--- config.mk ---
export PLATFORM = sky130hd
export DESIGN_NAME = roi_mask_to_crop_window
export DESIGN_NICKNAME = d
export VERILOG_FILES = /design/src/rtl/rmcw_pkg.sv /design/src/rtl/rmcw_track.sv /design/src/rtl/rmcw_out_buf.sv /design/src/rtl/roi_mask_to_crop_window.sv
export VERILOG_INCLUDE_DIRS = /design/src /design/src/rtl
export SDC_FILE = /design/constraint.sdc
export NUM_CORES = 1
export LEC_CHECK = 0
export ABC_AREA = 1
export BUFFER_PORTS_ARGS = -buffer_cell sky130_fd_sc_hd__buf_2
export CAP_MARGIN = 10
export CORE_ASPECT_RATIO = 1.1
export CORE_UTILIZATION = 42
export CTS_BUF_LIST = sky130_fd_sc_hd__clkbuf_8
export DETAILED_ROUTE_END_ITERATION = 8
export SETUP_SLACK_MARGIN = 0.15
export SYNTH_ARGS = -nofsm -noshare
export SYNTH_HDL_FRONTEND = slang
export SYNTH_SLANG_ARGS = --single-unit
--- constraint.sdc ---
create_clock -name clk -period 4.8 [get_ports clk]
set_input_delay 1.44 -clock clk [delete_from_list [all_inputs] [get_ports clk]]
set_output_delay 1.44 -clock clk [all_outputs]
set_load 0.03 [all_outputs]
--- src/rtl/assert_macros.svh ---
// Assertion macros shared by the crop window RTL.
`ifndef ASSERT_MACROS_SVH
`define ASSERT_MACROS_SVH

// Same-cycle implication, disabled during reset.
`define RMCW_ASSERT_IMPL(label, clk, rst_n, ante, cons) \
    label: assert property (@(posedge clk) disable iff (!rst_n) (ante) |-> (cons)) \
        else $error("crop window assertion failed");

// Next-cycle implication, disabled during reset.
`define RMCW_ASSERT_NEXT(label, clk, rst_n, ante, cons) \
    label: assert property (@(posedge clk) disable iff (!rst_n) (ante) |=> (cons)) \
        else $error("crop window assertion failed");

`endif

--- src/rtl/rmcw_pkg.sv ---
// Package: constants and result type for the ROI mask to crop window block.
package rmcw_pkg;

    localparam int COLUMN_WORDS  = 40;
    localparam int ROW_WORDS     = 23;
    localparam int SENSOR_WIDTH  = 1280;
    localparam int SENSOR_HEIGHT = 720;
    localparam int TOTAL_WORDS   = COLUMN_WORDS + ROW_WORDS;

    localparam int WORD_W = 32;
    localparam int CNT_W  = 6;
    localparam int X_W    = 11;
    localparam int Y_W    = 10;
    localparam int ROW_IDX_W = 5;
    localparam int BIT_IDX_W = 5;

    localparam logic [CNT_W-1:0] CNT_MAX = '1;

    typedef struct packed {
        logic [WORD_W-1:0] crop_end_word;
        logic [WORD_W-1:0] crop_start_word;
    } crop_res_t;

endpackage

--- src/rtl/rmcw_track.sv ---
// Mask word tracker: window bounds state and crop result for the last word.
`include "assert_macros.svh"

module rmcw_track
(
    input  logic                          clk,
    input  logic                          rst_n,
    input  logic                          accept,
    input  logic [rmcw_pkg::WORD_W-1:0]   mask_word,
    input  logic                          word_last,
    output logic                          push,
    output rmcw_pkg::crop_res_t           res
);
    import rmcw_pkg::*;

    logic [CNT_W-1:0] cnt_reg, cnt_next;
    logic             col_seen_reg, col_seen_next;
    logic [X_W-1:0]   col_first_reg, col_first_next;
    logic [X_W-1:0]   col_final_reg, col_final_next;
    logic             row_seen_reg, row_seen_next;
    logic [Y_W-1:0]   row_first_reg, row_first_next;
    logic [Y_W-1:0]   row_final_reg, row_final_next;

    logic                 in_range;
    logic                 is_col;
    logic [CNT_W:0]       row_off;
    logic [WORD_W-1:0]    en;
    logic [BIT_IDX_W-1:0] lo;
    logic [BIT_IDX_W-1:0] hi;
    logic [X_W-1:0]       xs, xe;
    logic [Y_W-1:0]       ys, ye;
    logic                 full;

    always_comb
    begin
        cnt_next       = cnt_reg;
        col_seen_next  = col_seen_reg;
        col_first_next = col_first_reg;
        col_final_next = col_final_reg;
        row_seen_next  = row_seen_reg;
        row_first_next = row_first_reg;
        row_final_next = row_final_reg;

        in_range = (cnt_reg != CNT_MAX)
                   && ({2'b00, cnt_reg} < (CNT_W+2)'(TOTAL_WORDS));
        is_col   = {1'b0, cnt_reg} < (CNT_W+1)'(COLUMN_WORDS);
        row_off  = {1'b0, cnt_reg} - (CNT_W+1)'(COLUMN_WORDS);

        en = ~mask_word;
        // only the low half of the final row word holds rows
        if (row_off == (CNT_W+1)'(ROW_WORDS - 1))
        begin
            en[WORD_W-1:WORD_W/2] = '0;
        end

        hi = '0;
        for (int j = 0; j < WORD_W; j++)
        begin
            if (en[j])
            begin
                hi = BIT_IDX_W'(j);
            end
        end
        lo = '0;
        for (int j = WORD_W - 1; j >= 0; j--)
        begin
            if (en[j])
            begin
                lo = BIT_IDX_W'(j);
            end
        end

        if (accept)
        begin
            if (in_range)
            begin
                if (is_col)
                begin
                    if (mask_word != '1)
                    begin
                        if (!col_seen_reg)
                        begin
                            col_first_next = {cnt_reg, 5'b00000};
                            col_seen_next  = 1'b1;
                        end
                        col_final_next = {cnt_reg, 5'b11111};
                    end
                end
                else if (en != '0)
                begin
                    if (!row_seen_reg)
                    begin
                        row_first_next = {row_off[ROW_IDX_W-1:0], lo};
                        row_seen_next  = 1'b1;
                    end
                    row_final_next = {row_off[ROW_IDX_W-1:0], hi};
                end
            end
            if (cnt_reg != CNT_MAX)
            begin
                cnt_next = cnt_reg + CNT_W'(1);
            end
        end

        xs = col_first_next;
        xe = col_final_next;
        ys = row_first_next;
        ye = row_final_next;
        full = (xs == '0) && (xe == X_W'(SENSOR_WIDTH - 1))
               && (ys == '0) && (ye == Y_W'(SENSOR_HEIGHT - 1));
        if (full || !col_seen_next || !row_seen_next)
        begin
            xs = '0;
            xe = '0;
            ys = '0;
            ye = '0;
        end
        else if (ys == ye)
        begin
            // single row: grow down from row zero, otherwise up
            if (ys == '0)
            begin
                ye = Y_W'(1);
            end
            else
            begin
                ys = ys - Y_W'(1);
            end
        end

        res.crop_start_word = {6'b0, ys, 5'b0, xs};
        res.crop_end_word   = {6'b0, ye, 5'b0, xe};
        push = accept && word_last;

        if (accept && word_last)
        begin
            cnt_next       = '0;
            col_seen_next  = 1'b0;
            col_first_next = '0;
            col_final_next = '0;
            row_seen_next  = 1'b0;
            row_first_next = '0;
            row_final_next = '0;
        end
    end

    always_ff @(posedge clk or negedge rst_n)
    begin
        if (!rst_n)
        begin
            cnt_reg       <= '0;
            col_seen_reg  <= 1'b0;
            col_first_reg <= '0;
            col_final_reg <= '0;
            row_seen_reg  <= 1'b0;
            row_first_reg <= '0;
            row_final_reg <= '0;
        end
        else
        begin
            cnt_reg       <= cnt_next;
            col_seen_reg  <= col_seen_next;
            col_first_reg <= col_first_next;
            col_final_reg <= col_final_next;
            row_seen_reg  <= row_seen_next;
            row_first_reg <= row_first_next;
            row_final_reg <= row_final_next;
        end
    end

    `RMCW_ASSERT_NEXT(a_clear_after_last, clk, rst_n, accept && word_last, cnt_reg == '0 && !col_seen_reg && !row_seen_reg)
    `RMCW_ASSERT_NEXT(a_count_step, clk, rst_n, accept && !word_last && cnt_reg != CNT_MAX, cnt_reg == $past(cnt_reg) + CNT_W'(1))
    `RMCW_ASSERT_IMPL(a_col_order, clk, rst_n, col_seen_reg, col_first_reg <= col_final_reg)

endmodule

--- src/rtl/rmcw_out_buf.sv ---
// Result register with a skid stage toward the output channel.
`include "assert_macros.svh"

module rmcw_out_buf
(
    input  logic                clk,
    input  logic                rst_n,
    input  logic                push,
    input  rmcw_pkg::crop_res_t push_data,
    output logic                ready,
    output logic                out_valid,
    output rmcw_pkg::crop_res_t out_data,
    input  logic                out_ready
);
    import rmcw_pkg::*;

    logic      out_valid_reg;
    crop_res_t out_data_reg;
    logic      skid_valid_reg;
    crop_res_t skid_data_reg;

    always_ff @(posedge clk or negedge rst_n)
    begin
        if (!rst_n)
        begin
            out_valid_reg  <= 1'b0;
            skid_valid_reg <= 1'b0;
        end
        else if (!out_valid_reg || out_ready)
        begin
            if (skid_valid_reg)
            begin
                out_valid_reg  <= 1'b1;
                skid_valid_reg <= 1'b0;
            end
            else
            begin
                out_valid_reg <= push;
            end
        end
        else if (push)
        begin
            skid_valid_reg <= 1'b1;
        end
    end

    always_ff @(posedge clk)
    begin
        if (!out_valid_reg || out_ready)
        begin
            out_data_reg <= skid_valid_reg ? skid_data_reg : push_data;
        end
        if (push && !skid_valid_reg)
        begin
            skid_data_reg <= push_data;
        end
    end

    assign ready     = !skid_valid_reg;
    assign out_valid = out_valid_reg;
    assign out_data  = out_data_reg;

    `RMCW_ASSERT_IMPL(a_skid_needs_out, clk, rst_n, skid_valid_reg, out_valid_reg)
    `RMCW_ASSERT_IMPL(a_no_push_when_full, clk, rst_n, skid_valid_reg, !push)
    `RMCW_ASSERT_IMPL(a_skid_fill_on_stall, clk, rst_n, $rose(skid_valid_reg), $past(out_valid_reg && !out_ready && push))

endmodule

--- src/rtl/roi_mask_to_crop_window.sv ---
// Top level: ROI mask word stream in, packed crop window words out.
//
//  channel | dir | tdata                                  | tlast
//  s_*     | in  | [31:0] mask_word                       | word_last
//  m_*     | out | [31:0] crop_start_word, [63:32] end    | -
//
// One mask word per cycle while s_tready is high; the tracker handles each beat in the cycle it is taken.
// The result of a last-marked beat is registered into the output register, or into the skid stage if m_* stalls.
// A second result can park in the skid stage while m_tready is low; s_tready
// drops only while that skid stage is occupied.
// Reset clears the bounds state, the word count and both output stages.
module roi_mask_to_crop_window
(
    input  logic                            clk,
    input  logic                            rst_n,
    input  logic                            s_tvalid,
    output logic                            s_tready,
    input  logic [rmcw_pkg::WORD_W-1:0]     s_tdata,   // [31:0] mask_word
    input  logic                            s_tlast,   // word_last
    output logic                            m_tvalid,
    input  logic                            m_tready,
    output logic [2*rmcw_pkg::WORD_W-1:0]   m_tdata    // [31:0] crop_start_word, [63:32] crop_end_word
);
    import rmcw_pkg::*;

    logic      accept;
    logic      push;
    crop_res_t res;
    crop_res_t out_data;

    assign accept = s_tvalid && s_tready;

    rmcw_track u_track
    (
        .clk       (clk),
        .rst_n     (rst_n),
        .accept    (accept),
        .mask_word (s_tdata),
        .word_last (s_tlast),
        .push      (push),
        .res       (res)
    );

    rmcw_out_buf u_out_buf
    (
        .clk       (clk),
        .rst_n     (rst_n),
        .push      (push),
        .push_data (res),
        .ready     (s_tready),
        .out_valid (m_tvalid),
        .out_data  (out_data),
        .out_ready (m_tready)
    );

    assign m_tdata = out_data;

endmodule

==> results <==
- Max-cap violations in this run came to 0.
- The sort of element at the end of the critical path is a flip-flop.
- Relative to the synthesized area, the layout overhead comes to 28.4%.
- The path type of the worst min-delay path is reg -> reg.
- The power per standard cell area is 282 mW/mm^2.
- The number of global-route vias before repair is 5478.
- The top-level I/O count is 103.
- The remaining global-route overflow is 0.
- In the routed layout, each cell is associated on average with a via count of 4.77.
- The most common cell after layout, fill and taps aside is nand2_1.
- For this run, design rule violations remaining after detail routing come to 0.
- The post-placement cell area is 0.00835 mm^2.
- For the final database, setup skew stands at 0.0126 ns.
- At the pin with the least slew margin, the transition time is 1.03 ns.
- Across all register-to-register paths, the minimum setup slack is 0.42 ns.
- The final-report max-slew violation count is 0.
- The worst path in the final design needs a cycle of 4.46 ns, including I/O delays and setup.
- The highest attainable clock frequency is 224 MHz.
- Setup violations remaining at the end of the flow were counted as 0.
- The clock insertion delay at the later pin of the skew report is 0.45 ns.
- The detail route stage leaves a number of antenna-violating nets equal to 0.
- The net switching share of the total power is 27.7%.
- The share of Yosys cell area claimed by the top area cell type is 35.4%.
- The sequential cell area is 0.00382 mm^2.
- Per report_power, the sequential group accounts for 51.7% of the total.
- STA classifies the critical path startpoint as an input pin.
- The post-DP HPWL is 11.7 mm.
- The number of synthesized flops with an enable pin is 84.
- The critical path's top delay family is simple AND/OR/NAND/NOR gates.
- The final route contains 5925 vias.
- The largest net degree at the start of global routing is 61.
- The share of the yosys chip area belonging to registers is 53.7%.
- The combinational share of power is 13.2%.
- Leaving out filler cells and counting taps, the final layout contains 1243.
- Summed over all instances, the cell type with the most area after synthesis is edfxtp_1.
- The buffer cell driving the clock tree root is clkbuf_8.
- The worst setup path startpoint is s_tdata[31].
- After routing the design area is 0.00914 mm^2.
- In this run the tightest slew margin relative to its limit is 31.4%.
- The final weighted congestion of routability-driven global placement is 0.881.
- The average footprint of a synthesized cell is 8.33 um^2.
- By area the synthesized netlist is led by edfxtp_1 35%, dfrtp_1 18%, nand2_1 16%.
- During placement, the flow inserted port buffers numbering 80.
- Setup repair after global routing could not meet its margin everywhere.
- The first global-routing pass estimated 26.8 mm of wire.
- The library cell contributing the largest single delay on the critical path is or4_1.
- The final layout contains 1069 nets.
- The reg-to-reg startpoint is u_track.cnt_reg[4].
- For this design, the CTS-stage hold fixing added 0 buffers.
- The share of flip-flops with an asynchronous set or reset after synthesis is 38.2%.
- The row count is 49.
- Of all nets on the critical path, the largest fanout is 12.
- The clock network fraction of design power is 35.1%.
- The total area of multi-input combinational cells is 0.00304 mm^2.
- For this design the static power due to leakage is 4.42 nW.
- Timing analysis after detailed placement gives a worst setup slack of -0.151 ns.
- By startpoint and endpoint, the worst setup path is classified as in -> reg.
- In the synthesized netlist the dominant register cell turns out to be edfxtp_1.
- Traced cell by cell, the critical path runs through buf_2, inv_6, buf_4, nor3_1, nand2_1, nor2_1, inv_1, nand2_1, inv_2, o21ai_4, inv_2, buf_4, nand2_1, o21ai_1, inv_1, nand4_1, or4_1, nor4_2, nand2_1, nand2_4, clkbuf_16, nor2_1, nand2_1, nand2_1.
- The clock passes through at most 2 buffers.
- In this run the number of H-tree levels came out at 4.
- The flip-flop and latch count after synthesis is 136.
- The pre-antenna-repair detailed-routing pass consisted of 4 iterations.
- The TritonCTS buffer count is 17.
- The required time reported for the critical path endpoint is 5.01 ns.
- The startpoint identified for the worst hold timing path is u_out_buf.skid_data_reg[1].
- The detailed router's first-iteration violation count is 383.
- Once layout is complete, the utilization of the core stands at 55.4%.
- The initial core utilization is 43.2%.
- The top cell types in the final layout, fill and taps aside, are 294 x nand2_1, 92 x buf_4, 86 x nor2_1.
- The routed length per instance is 13.1 um.
- The synthesized netlist contains 50 unique library cells.
- The number of antenna violations at the first check in global routing is 0.
- The internal power is 0.00187 W.
- The full die area is 0.0175 mm^2.
- IR analysis of the VDD net gives a maximum drop of 0.173 mV.
- The total core area is 0.0165 mm^2.
- Including well taps, the total number of placed cells is 1203.
- The total inserted antenna cells is 0.
- The cell repeated most along the worst path is nand2_1.
- The count of final hold-check violations was 0.
- The flow ran to the end, and the final reports show no timing, DRC or antenna violations.
- CTS saw 136 sinks.
- The synthesized area is 0.00712 mm^2.
- The number of fillers in the final layout is 1544.
- Summed over all layers, the routed wires come to 16.3 mm.
- Dividing the final minimum period by the clock period gives 93.0%.
- The post-route worst setup slack is 0.337 ns.
- Adding up every negative setup slack in the final design gives 0 ns.
- Measured along the y axis, the die boundary spans 139 um.
- Measured along the x axis, the die boundary spans 126 um.
- Yosys printed 0 warnings.
- Together, buffers and inverters on the worst path number 9.
- Counting every instance in the synthesized netlist gives 854.
- The clock-pin slew reported for the worst setup and hold paths after clock tree synthesis is 0.08 ns.
- The largest incremental delay on the critical path is 0.55 ns.
- Cells with a size suffix above 1 make up 29.4% of the layout.
- Data on the critical path arrives at its endpoint at 4.67 ns.
- The analysis attributes to net switching a power of 0.000714 W.
- The overall fraction of global-route tracks in use is 19.3%.
- The clock tree from TritonCTS is done.
-- synthesized netlist by cell type (all sizes together), types with 6 or more instances --
master,count
inv,94
nor4,7
dfrtp,52
nor2,127
clkbuf,12
ha,6
buf,37
a21oi,17
o21ai,39
edfxtp,84
nand3,24
nor3,8
nand2,301
nand4,18
-- final timing paths --
kind                            cells after the start                  endpoint
worst max-delay path                               24     u_out_buf.out_data[2]
worst min-delay path                                2     u_out_buf.out_data[1]
worst max register to register                     50     u_out_buf.out_data[2]
worst min register to register                      2     u_out_buf.out_data[1]
max in group asynchronous                           2        u_track.cnt_reg[0]
min in group asynchronous                           1  u_track.row_first_reg[0]
-- cell families (layout without fill, tap and decap cells) --
group / count (synthesis) / in the layout / share of synthesized area, %
flip-flops: 136 / 136 / 53.7
AO/OA/AOI/OAI: 73 / 73 / 6.06
buffers and inverters: 143 / 307 / 9.26
adder cells (fa/ha/maj): 6 / 6 / 1.05
AND/OR/NAND/NOR: 491 / 491 / 29.4
other: 1 / 22 / 0.0527
XOR/XNOR: 4 / 4 / 0.492
-- layer usage --
layer  share of wire, %  global-route usage, %  wire length (um)  vias up
li1                   -                      -                 -     3048
met1                 48                   27.0              7760     2711
met2                 47                   29.8              7580      144
met3                4.0                   3.13               645       22
met4                1.8                   8.31               287        0
met5                  0                      0                 0        -
-- per-stage QoR --
step	hold WS (ns)	total power, W
6_report	0.517	0.00258
5_1_grt	0.529	0.00269
4_1_cts	0.519	0.00260
3_5_place_dp	0.503	0.00170
3_3_place_gp	0.495	0.00170
2_1_floorplan	0.463	0.00158
-- worst register-to-register path: cells and delay by family (launching register included) --
kind | cells | cell delay, ns
AO/OA/AOI/OAI | 1 | 0.16
adder cells (fa/ha/maj) | 3 | 0.50
buffers and inverters | 5 | 0.45
flip-flops | 1 | 0.41
AND/OR/NAND/NOR | 41 | 2.62
-- power groups by stage --
stage	Sequential [W]	Clock [W]	Combinational, W
6_report	0.00133	0.000906	0.000341
3_3_place_gp	0.00136	0	0.000340
2_1_floorplan	0.00143	0	0.000153
4_1_cts	0.00133	0.000929	0.000342
5_1_grt	0.00134	0.000975	0.000375
3_5_place_dp	0.00136	0	0.000341
-- final cells by class --
cell class	instances	share of cell area (%)
flip-flops and latches	136	41.9
multi-input cells	596	33.3
repair buffers	181	13.9
inverters	94	4.05
well taps	204	2.79
clock buffers	17	2.56
clock inverters	15	1.51
-- what timing repair did --
item,CTS,global route
pin swaps,0,42
setup buffers,0,5
cloned,0,3
gates resized for setup,2,78
endpoints found under the setup margin,50,84
Note: power is estimated with default switching activity, not from simulation.
